### config.mk
export PLATFORM = sky130hd
export DESIGN_NAME = byte_stream_comparator_top_flat
export DESIGN_NICKNAME = d
export VERILOG_FILES = /design/src/rtl/bsc_pkg.sv /design/src/rtl/bsc_in_if.sv /design/src/rtl/bsc_out_if.sv /design/src/rtl/byte_stream_comparator_top.sv /design/src/flat_wrapper.sv
export SDC_FILE = /design/constraint.sdc
export NUM_CORES = 2
export LEC_CHECK = 0
export ABC_CLOCK_PERIOD_IN_PS = 4900
export BUFFER_PORTS_ARGS = -buffer_cell sky130_fd_sc_hd__clkbuf_2
export CAP_MARGIN = 20
export CORE_UTILIZATION = 38
export CTS_CLUSTER_DIAMETER = 100
export DETAILED_ROUTE_END_ITERATION = 16
export GPL_ROUTABILITY_DRIVEN = 0
export HOLD_SLACK_MARGIN = 0.15
export MAX_ROUTING_LAYER = met4
export PLACE_DENSITY = 0.58
export SETUP_SLACK_MARGIN = 0.05
export SYNTH_ARGS = -nofsm -noshare
export SYNTH_HDL_FRONTEND = slang
export SYNTH_SLANG_ARGS = --single-unit
### constraint.sdc
create_clock -name clk_i -period 4.9 [get_ports clk_i]
set_clock_uncertainty 0.05 [all_clocks]
set_input_delay 1.225 -clock clk_i [delete_from_list [all_inputs] [get_ports clk_i]]
set_output_delay 1.225 -clock clk_i [all_outputs]
set_load 0.01 [all_outputs]
### src/rtl/bsc_pkg.sv
package bsc_pkg;

  localparam int CountBits = 48;
  localparam int PosBits   = 48;
  localparam int DataBits  = 8;
  localparam int CfgBits   = 48;
  localparam int QDepth    = 4;
  localparam int QPtrBits  = $clog2(QDepth);

  typedef logic [CountBits-1:0] cnt_t;
  typedef logic [PosBits-1:0]   pos_t;
  typedef logic [DataBits-1:0]  byte_t;

  localparam cnt_t  CountMax   = '1;
  localparam pos_t  PosMax     = '1;
  localparam byte_t NewlineByte = 8'h0a;

  typedef enum logic [2:0] {
    KindDiff   = 3'd0,
    KindEofA   = 3'd1,
    KindEofB   = 3'd2,
    KindSame   = 3'd3,
    KindDiffer = 3'd4
  } kind_e;

  typedef enum logic {
    CfgReportMode = 1'b0,
    CfgByteLimit  = 1'b1
  } cfg_idx_e;

  typedef enum logic [1:0] {
    ModeFirst = 2'd0,
    ModeList  = 2'd1,
    ModeQuiet = 2'd2,
    ModeSpare = 2'd3
  } mode_e;

  typedef struct packed {
    kind_e kind;
    pos_t  position;
    pos_t  line;
    byte_t seen_a;
    byte_t seen_b;
    logic  last;
  } result_t;

  function automatic cnt_t sat_inc(cnt_t v);
    return (v == CountMax) ? CountMax : v + cnt_t'(1);
  endfunction

  function automatic pos_t clamp_pos(cnt_t v);
    logic [63:0] w;
    w = 64'(v);
    return (w > 64'(PosMax)) ? PosMax : w[PosBits-1:0];
  endfunction

  function automatic logic reached(cnt_t v, pos_t lim);
    return 64'(v) >= 64'(lim);
  endfunction

  function automatic result_t verdict(logic differ);
    result_t r;
    r = '0;
    r.kind = differ ? KindDiffer : KindSame;
    return r;
  endfunction

endpackage

### src/rtl/bsc_in_if.sv
interface bsc_in_if;
  import bsc_pkg::*;

  logic  valid;
  logic  ready;
  logic  start_req;
  logic  has_a;
  logic  has_b;
  byte_t data_a;
  byte_t data_b;

  modport source (output valid, start_req, has_a, has_b, data_a, data_b, input ready);
  modport sink (input valid, start_req, has_a, has_b, data_a, data_b, output ready);
endinterface

### src/rtl/bsc_out_if.sv
interface bsc_out_if;
  import bsc_pkg::*;

  logic       valid;
  logic       ready;
  logic [2:0] kind;
  pos_t       position;
  pos_t       line;
  byte_t      seen_a;
  byte_t      seen_b;
  logic       last;

  modport source (output valid, kind, position, line, seen_a, seen_b, last, input ready);
  modport sink (input valid, kind, position, line, seen_a, seen_b, last, output ready);
endinterface

### src/rtl/byte_stream_comparator_top.sv
// an item is held in the input register until the result queue holds at most
// two results; its results are then registered into the queue, and a second
// result of the same item is written with the first and leaves the queue after it
// throughput: one item per cycle while each item gives at most one result,
// bounded by the four-entry result queue, which drains one result per cycle while out_o.ready is high
// reset: async active low, clears counters, comparison state, queue pointers, config, input valid flag
module byte_stream_comparator_top (
  input  logic                        clk_i,
  input  logic                        rst_ni,
  input  logic                        cfg_we_i,
  input  logic                        cfg_idx_i,
  input  logic [bsc_pkg::CfgBits-1:0] cfg_data_i,
  bsc_in_if.sink                      in_i,
  bsc_out_if.source                   out_o
);
  import bsc_pkg::*;

  mode_e mode_q;
  pos_t  limit_q;

  logic  in_vld_q;
  logic  start_q, has_a_q, has_b_q;
  byte_t da_q, db_q;

  logic  active_q, active_d;
  logic  fm_q, fm_d;
  cnt_t  cc_q, cc_d;
  cnt_t  nla_q, nla_d;
  cnt_t  nlb_q, nlb_d;

  result_t              q_mem [QDepth];
  logic [QPtrBits-1:0]  wr_ptr_q, rd_ptr_q;
  logic [QPtrBits:0]    cnt_q;

  logic    proc, pop, in_acc;
  logic [1:0] n_res;
  result_t r0, r1;

  // configuration
  always_ff @(posedge clk_i or negedge rst_ni) begin
    if (!rst_ni) begin
      mode_q  <= ModeFirst;
      limit_q <= PosMax;
    end else if (cfg_we_i) begin
      case (cfg_idx_e'(cfg_idx_i))
        CfgReportMode: mode_q  <= mode_e'(cfg_data_i[1:0]);
        CfgByteLimit:  limit_q <= cfg_data_i[PosBits-1:0];
        default:       limit_q <= limit_q;
      endcase
    end
  end

  // input register
  assign proc     = in_vld_q && (cnt_q <= (QPtrBits+1)'(QDepth - 2));
  assign in_i.ready = !in_vld_q || proc;
  assign in_acc   = in_i.valid && in_i.ready;

  always_ff @(posedge clk_i or negedge rst_ni) begin
    if (!rst_ni) begin
      in_vld_q <= 1'b0;
    end else if (in_acc) begin
      in_vld_q <= 1'b1;
    end else if (proc) begin
      in_vld_q <= 1'b0;
    end
  end

  always_ff @(posedge clk_i) begin
    if (in_acc) begin
      start_q <= in_i.start_req;
      has_a_q <= in_i.has_a;
      has_b_q <= in_i.has_b;
      da_q    <= in_i.data_a;
      db_q    <= in_i.data_b;
    end
  end

  // compare logic
  always_comb begin
    logic act, fm, quiet, list_all, mism, a_end;
    cnt_t cc, nla, nlb, cc1;
    act      = start_q || active_q;
    cc       = start_q ? '0 : cc_q;
    nla      = start_q ? '0 : nla_q;
    nlb      = start_q ? '0 : nlb_q;
    fm       = start_q ? 1'b0 : fm_q;
    quiet    = mode_q[1];
    list_all = (mode_q == ModeList);
    mism     = (da_q != db_q);
    a_end    = !has_a_q;
    cc1      = sat_inc(cc);
    r0       = '0;
    r1       = '0;
    n_res    = 2'd0;
    active_d = act;
    fm_d     = fm;
    cc_d     = cc;
    nla_d    = nla;
    nlb_d    = nlb;
    if (act) begin
      if (reached(cc, limit_q)) begin
        r0       = verdict(fm);
        n_res    = 2'd1;
        active_d = 1'b0;
      end else if (has_a_q && has_b_q) begin
        cc_d = cc1;
        fm_d = fm || mism;
        if (da_q == NewlineByte) begin
          nla_d = sat_inc(nla);
        end
        if (db_q == NewlineByte) begin
          nlb_d = sat_inc(nlb);
        end
        if (mism && quiet) begin
          r0       = verdict(1'b1);
          n_res    = 2'd1;
          active_d = 1'b0;
        end else if (mism) begin
          r0.kind     = KindDiff;
          r0.position = clamp_pos(cc1);
          r0.line     = clamp_pos(sat_inc(nla));
          r0.seen_a   = da_q;
          r0.seen_b   = db_q;
          if (list_all) begin
            n_res = 2'd1;
            if (reached(cc1, limit_q)) begin
              r1       = verdict(1'b1);
              n_res    = 2'd2;
              active_d = 1'b0;
            end
          end else begin
            r1       = verdict(1'b1);
            n_res    = 2'd2;
            active_d = 1'b0;
          end
        end else if (reached(cc1, limit_q)) begin
          r0       = verdict(fm);
          n_res    = 2'd1;
          active_d = 1'b0;
        end
      end else if (has_a_q || has_b_q) begin
        active_d = 1'b0;
        if (quiet) begin
          r0    = verdict(1'b1);
          n_res = 2'd1;
        end else begin
          r0.kind     = a_end ? KindEofA : KindEofB;
          r0.position = clamp_pos(cc);
          r0.line     = clamp_pos(sat_inc(a_end ? nla : nlb));
          r1          = verdict(1'b1);
          n_res       = 2'd2;
        end
      end else begin
        r0       = verdict(fm);
        n_res    = 2'd1;
        active_d = 1'b0;
      end
    end
    case (n_res)
      2'd1:    r0.last = 1'b1;
      2'd2:    r1.last = 1'b1;
      default: r0.last = r0.last;
    endcase
  end

  always_ff @(posedge clk_i or negedge rst_ni) begin
    if (!rst_ni) begin
      active_q <= 1'b0;
      fm_q     <= 1'b0;
      cc_q     <= '0;
      nla_q    <= '0;
      nlb_q    <= '0;
    end else if (proc) begin
      active_q <= active_d;
      fm_q     <= fm_d;
      cc_q     <= cc_d;
      nla_q    <= nla_d;
      nlb_q    <= nlb_d;
    end
  end

  // result queue
  assign pop         = out_o.valid && out_o.ready;
  assign out_o.valid = (cnt_q != '0);

  always_ff @(posedge clk_i or negedge rst_ni) begin
    if (!rst_ni) begin
      wr_ptr_q <= '0;
      rd_ptr_q <= '0;
      cnt_q    <= '0;
    end else begin
      if (proc) begin
        wr_ptr_q <= wr_ptr_q + QPtrBits'(n_res);
      end
      if (pop) begin
        rd_ptr_q <= rd_ptr_q + QPtrBits'(1);
      end
      cnt_q <= cnt_q + (QPtrBits+1)'(proc ? n_res : 2'd0)
                     - (QPtrBits+1)'(pop);
    end
  end

  always_ff @(posedge clk_i) begin
    if (proc && n_res != 2'd0) begin
      q_mem[wr_ptr_q] <= r0;
    end
    if (proc && n_res == 2'd2) begin
      q_mem[wr_ptr_q + QPtrBits'(1)] <= r1;
    end
  end

  assign out_o.kind     = q_mem[rd_ptr_q].kind;
  assign out_o.position = q_mem[rd_ptr_q].position;
  assign out_o.line     = q_mem[rd_ptr_q].line;
  assign out_o.seen_a   = q_mem[rd_ptr_q].seen_a;
  assign out_o.seen_b   = q_mem[rd_ptr_q].seen_b;
  assign out_o.last     = q_mem[rd_ptr_q].last;

endmodule

### src/flat_wrapper.sv
// flat-port wrapper written by rule: the top's interface ports become plain ports
module byte_stream_comparator_top_flat import bsc_pkg::*;
  (clk_i, rst_ni, cfg_we_i, cfg_idx_i, cfg_data_i, in_i_valid, in_i_start_req, in_i_has_a, in_i_has_b, in_i_data_a, in_i_data_b, in_i_ready, out_o_valid, out_o_kind, out_o_position, out_o_line, out_o_seen_a, out_o_seen_b, out_o_last, out_o_ready);
  bsc_in_if in_i_i ();
  bsc_out_if out_o_i ();
  input  logic clk_i;
  input  logic rst_ni;
  input  logic cfg_we_i;
  input  logic cfg_idx_i;
  input  logic [bsc_pkg::CfgBits-1:0] cfg_data_i;
  input wire logic [$bits(in_i_i.valid)-1:0] in_i_valid;
  input wire logic [$bits(in_i_i.start_req)-1:0] in_i_start_req;
  input wire logic [$bits(in_i_i.has_a)-1:0] in_i_has_a;
  input wire logic [$bits(in_i_i.has_b)-1:0] in_i_has_b;
  input wire logic [$bits(in_i_i.data_a)-1:0] in_i_data_a;
  input wire logic [$bits(in_i_i.data_b)-1:0] in_i_data_b;
  output wire logic [$bits(in_i_i.ready)-1:0] in_i_ready;
  output wire logic [$bits(out_o_i.valid)-1:0] out_o_valid;
  output wire logic [$bits(out_o_i.kind)-1:0] out_o_kind;
  output wire logic [$bits(out_o_i.position)-1:0] out_o_position;
  output wire logic [$bits(out_o_i.line)-1:0] out_o_line;
  output wire logic [$bits(out_o_i.seen_a)-1:0] out_o_seen_a;
  output wire logic [$bits(out_o_i.seen_b)-1:0] out_o_seen_b;
  output wire logic [$bits(out_o_i.last)-1:0] out_o_last;
  input wire logic [$bits(out_o_i.ready)-1:0] out_o_ready;
  assign in_i_i.valid = in_i_valid;
  assign in_i_i.start_req = in_i_start_req;
  assign in_i_i.has_a = in_i_has_a;
  assign in_i_i.has_b = in_i_has_b;
  assign in_i_i.data_a = in_i_data_a;
  assign in_i_i.data_b = in_i_data_b;
  assign in_i_ready = in_i_i.ready;
  assign out_o_valid = out_o_i.valid;
  assign out_o_kind = out_o_i.kind;
  assign out_o_position = out_o_i.position;
  assign out_o_line = out_o_i.line;
  assign out_o_seen_a = out_o_i.seen_a;
  assign out_o_seen_b = out_o_i.seen_b;
  assign out_o_last = out_o_i.last;
  assign out_o_i.ready = out_o_ready;
  byte_stream_comparator_top u_core (.clk_i(clk_i), .rst_ni(rst_ni), .cfg_we_i(cfg_we_i), .cfg_idx_i(cfg_idx_i), .cfg_data_i(cfg_data_i), .in_i(in_i_i), .out_o(out_o_i));
endmodule
Word-level counts from Yosys, hierarchy flattened
Memories as Yosys holds them, arrays and structs flattened. Cells that the tools add are included.

Memories: 1. Flip-flop bits (word level): 223. Bits of input ports: 73. Logic and storage cells: 126. RAM bits: 464. Bits in latches: 0. ROM bits: 0.

Memory list: u_core.q_mem (words 4, bits a word 116, read ports 1, clocked after memory_dff 0, write ports 2, line byte_stream_comparator_top.sv:31) `result_t q_mem [QDepth];`.

Add/sub/neg operators: 9. $mul: 0. $lt $le $gt $ge: 3. Shifts and indexed selects: 0. Muxes and demuxes: 69. Reductions and logical operators: 17. Eq/ne operators: 10. Bitwise operators: 1. Divide/modulo/power cells: 0.

Operators with widths (count): 116-bit two-way mux (15); 48-bit two-way mux (19); 48-bit by 1-bit adder with 48-bit output (second input constant) (4); 48-bit equality test (second input constant) (4); 115-bit two-way mux (1); 99-bit two-way mux (1); 48-bit greater-or-equal comparator (2); 2-bit two-way mux (11); 1-bit two-way mux (21); 8-bit by 4-bit equality test with 1-bit output (second input constant) (2); 8-bit inequality test (1); 1-bit logical AND (7); 2-bit by 1-bit adder with 2-bit output (second input constant) (2); 2-bit by 1-bit equality test with 1-bit output (second input constant) (2); 1-bit logical OR (4); 2-bit AND reduction (2); 2-bit nonzero test (2); 3-bit adder (1); 3-bit by 2-bit <= comparator with 1-bit output (second input constant) (1); 3-bit two-way mux (1); 3-bit nonzero test (1); 3-bit by 1-bit subtractor with 3-bit output (1); 2-bit adder (1); 2-bit equality test (second input constant) (1); 2 further kinds (2).

Depth between registers and ports, before layout
Depth in word-level cells: 15. Mapped depth: 26. Depth with buffers taken out: 24.

Least setup slack after synthesis
OpenSTA, ideal clock, no wires.

Kind: register -> register. Start point: reg u_core.start_q. End point: mem u_core.q_mem[3][0] (netlist name) (enable). Arrival time: 4.992 ns. Data required time: 4.590 ns. Clock period less this slack: 5.302 ns. Cell stages (with the launch flop): 24. Setup time: 0.260 ns. Slack: -0.402 ns. Cells stage by stage: edfxtp_1 buf_6 buf_6 nand3b_1 nor4_1 and4_1 nand2_1 nor3b_1 nand3_1 xor2_1 nand2_1 ha_1 nand4_1 nor4_1 and3_1 o31a_1 a31oi_2 a31o_2 a21oi_4 o22a_1 buf_2 buf_2 buf_1 inv_1.

RTL lines: start, declared (line byte_stream_comparator_top.sv:22) `logic start_q, has_a_q, has_b_q;`; start signal, assigned (line byte_stream_comparator_top.sv:70) `start_q <= in_i.start_req;`; end, declared (line byte_stream_comparator_top.sv:31).

==> impl_metrics.toml <==
[run_status]
result_of_the_run = "finished, violations left"
violations = "negative setup slack"

[yosys]
synth_fp_nets = 4153
synth_sequential_area_ratio = 0.399
synth.cell_area_sq_um = 37900
synth_cell_types = 101
synth_enable_flop_cells = 27
yosys.area.top_type = "sky130_fd_sc_hd__dfxtp_1"
synth.ff_latch_count = 687
netlist_top_cells_area = "sky130_fd_sc_hd__dfxtp_1 (24%), sky130_fd_sc_hd__dfrtp_1 (10%), sky130_fd_sc_hd__mux4_2 (6.9%), sky130_fd_sc_hd__mux2i_1 (6.7%), sky130_fd_sc_hd__nand2_1 (5.2%)"
post_synth.cell_area_avg_sq_um = 9.53
netlist_top_cells_count = "sky130_fd_sc_hd__nand2_1 (525), sky130_fd_sc_hd__dfxtp_1 (456), sky130_fd_sc_hd__mux2i_1 (255)"
synth_async_sr_flop_share = 0.297
synth.top_cell.area_share = 0.241
yosysWarningCount = 0
synth_top_flop_cell = "sky130_fd_sc_hd__dfxtp_1"
syn-instance-count = 3977
yosysMostFrequentCell = "sky130_fd_sc_hd__nand2_1"

[clocking]
cts_buffer_depth = 3
cts_buffers = 80
clock_sink_count = 687
clk_root_buffer_cell = "sky130_fd_sc_hd__clkbuf_16"
cts_tree = "yes"
clock_transition_at_the_register_clock_pins_on_the_worst_setup_and_hold_paths_after_cts_ps = 60
htreeDepth = 3
cts_hold_buf = 0
insertion_delay_ps = 670

[floorplanning]
core.rowCount = 115
ioPinCount = 191
core_area_sq_um = 98600
die_area_sq_um = 101000
die_height_um = 318
die_w_um = 318
initial_core_util = 0.384

[routing]
routed_wl_um = 135000
dr.first_iter.drc_count = 3304
vias_per_cell = 5.84
routed-via-count = 33800
post-route-drc-count = 0
detailed_router_iteration_count_before_antenna_repair = 5
detail_route.wl_per_cell_um = 23.4
antenna_violating_nets_left = 0

[grt]
grt_start_max_net_pins = 98
global_route_wire_length_before_repair_um = 201000
via_count_of_the_first_global_routing_pass = 32000
gr_overflow_total = 0
track_usage = 0.262
grt_antenna_before_repair = 6

[timing]
setup_ws_ps = -477
max_clock_freq_mhz = 186
layout_min_cycle_time_ps = 5380
worst-slew-pin-transition_ps = 1030
maxSlewViolCount = 0
timing.final.hold_violations = 0
finalSetupViolCount = 476
tns_ps = -185890
unrepaired_setup_endpoints_after_global_routing = "yes"
max_slew_margin = 0.313
post-route-period-util = 1.10

[place]
numPortBuffers = 190
hpwl_um = 93400
placed_cell_area_sq_um = 43400
placed_cells_incl_taps = 5561

[finish]
syn2layout_area_growth_pct = 27.0
fillCellCount = 9073
fin_area_sq_um = 48100
multiInputGateArea_sq_um = 22100
post_layout_nonfiller_instances = 5784
drive_above_1_share = 0.281
final_nets = 4604
final-seq-area_sq_um = 15100

[setup_path]
worst-setup-path-type = "reg -> reg"
r2r_setup_slack_ps = -480
timing.critical_path.arrival_ps = 5930
critPathMaxFanout = 8
cp.required_ps = 5450
startpoint_type = "register"
timing.critical_path.to_type = "register"

[pwr]
cellLeakagePower_nw = 20.7
power.ir.vdd_worst_mv = 0.517
power_per_cell_area_nw_per_um2 = 438
p_total_w = 0.0211

[worst_hold_path]
hp-class = "reg -> reg"

[job]
max_cap_viols = 0
## cells in the final DEF, fill, tap and decap left out, types with 69 or more instances in the layout
cell type,count
sky130_fd_sc_hd__buf_12,73
sky130_fd_sc_hd__a21oi_1,189
sky130_fd_sc_hd__a22o_1,69
sky130_fd_sc_hd__mux2i_1,255
sky130_fd_sc_hd__nor2_1,219
sky130_fd_sc_hd__nand3_1,149
sky130_fd_sc_hd__o2bb2ai_1,92
sky130_fd_sc_hd__clkbuf_2,189
sky130_fd_sc_hd__mux4_2,116
sky130_fd_sc_hd__dfxtp_1,456
sky130_fd_sc_hd__nand2_1,521
sky130_fd_sc_hd__o2bb2ai_2,94
sky130_fd_sc_hd__inv_1,108
sky130_fd_sc_hd__o21ai_0,183
sky130_fd_sc_hd__ha_1,97
sky130_fd_sc_hd__buf_4,343
sky130_fd_sc_hd__clkbuf_16,104
sky130_fd_sc_hd__dfrtp_1,154
## routing by layer
metal  GRT usage  vias up  wire, um
met5           -        -         0
met4      0.0727        0      3680
met3      0.0437      218     10100
met2       0.379     1340     59500
met1       0.374    16700     62100
li1            -    15500         -
## path summary, 6_finish.rpt
path	start	end	depth (start not counted)
setup / recovery	u_core.start_q	u_core.q_mem[3][70]	23
hold / removal	u_core.q_mem[2][43]	u_core.q_mem[2][43]	2
setup reg to reg	u_core.start_q	u_core.q_mem[3][70]	23
hold reg to reg	u_core.q_mem[2][43]	u_core.q_mem[2][43]	2
max in group asynchronous	rst_ni	u_core.limit_q[35]	2
min in group asynchronous	rst_ni	u_core.cc_q[28]	1
## state kept, by name, summed over array words and instances (netlist names)
name,count
u_core.cnt_q,3
u_core.active_q,1
u_core.limit_q,48
u_core.rd_ptr_q,2
u_core.wr_ptr_q,2
u_core.q_mem,464
u_core.nla_q,48
u_core.mode_q,2
u_core.cc_q,48
u_core.nlb_q,48
u_core.has_a_q,1
u_core.start_q,1
u_core.da_q,8
u_core.has_b_q,1
u_core.db_q,8
u_core.fm_q,1
u_core.in_vld_q,1
## cell families after synthesis
| family | synth area share |
|---|---|
| buffers and inverters | 0.0474 |
| AND/OR/NAND/NOR | 0.174 |
| XOR/XNOR | 0.0263 |
| AO/OA/AOI/OAI | 0.156 |
| adder cells (fa/ha/maj) | 0.0342 |
| flip-flops | 0.399 |
| multiplexers | 0.163 |
## layout make-up
class	instances	share of cell area
diodes	6	0.000312
clock buffers	117	0.0481
clock inverters	28	0.00663
inverters	116	0.00921
multi-input cells	2870	0.460
flip-flops and latches	687	0.314
well taps	1287	0.0335
repair buffers	673	0.128
## through the flow
step / worst slack [ps] / hold WS [ps] / utilization
6_report: -477 / 404 / 0.488
5_1_grt: -562 / 420 / 0.488
4_1_cts: -245 / 408 / 0.472
3_5_place_dp: -401 / 391 / 0.440
3_3_place_gp: -339 / 389 / 0.440
2_1_floorplan: -79.4 / 377 / -
## critical path, stage by stage, from the launching register on
cell and delay [ps]:
sky130_fd_sc_hd__edfxtp_1 460, sky130_fd_sc_hd__buf_6 180, sky130_fd_sc_hd__nand3b_1 220, sky130_fd_sc_hd__nor4_4 310, sky130_fd_sc_hd__and4_4 290, sky130_fd_sc_hd__nand4_1 180, sky130_fd_sc_hd__or3_4 460, sky130_fd_sc_hd__xor2_1 170
sky130_fd_sc_hd__nand2_1 130, sky130_fd_sc_hd__ha_4 290, sky130_fd_sc_hd__nand4_1 130, sky130_fd_sc_hd__nor4_2 310, sky130_fd_sc_hd__buf_4 170, sky130_fd_sc_hd__and3_4 220, sky130_fd_sc_hd__o31a_1 210, sky130_fd_sc_hd__a31oi_4 90
sky130_fd_sc_hd__a31o_4 280, sky130_fd_sc_hd__a21oi_4 170, sky130_fd_sc_hd__buf_6 130, sky130_fd_sc_hd__buf_12 100, sky130_fd_sc_hd__o22a_4 300, sky130_fd_sc_hd__buf_12 170, sky130_fd_sc_hd__clkbuf_16 160, sky130_fd_sc_hd__o2bb2ai_1 110
## timing repair
| action | 4_1_cts | 5_1_grt |
|---|---|---|
| pin swaps | 5 | 57 |
| cloned | 9 | 23 |
| setup endpoints to repair | 476 | 486 |
| buffers inserted | 12 | 28 |
| resized for setup | 49 | 139 |
## power by group
part           internal (W)  switching (W)
Sequential          0.00666       0.000741
Combinational       0.00342        0.00419
Clock               0.00351        0.00256
Total                0.0136        0.00749
Note: power is estimated with default switching activity, not from simulation.
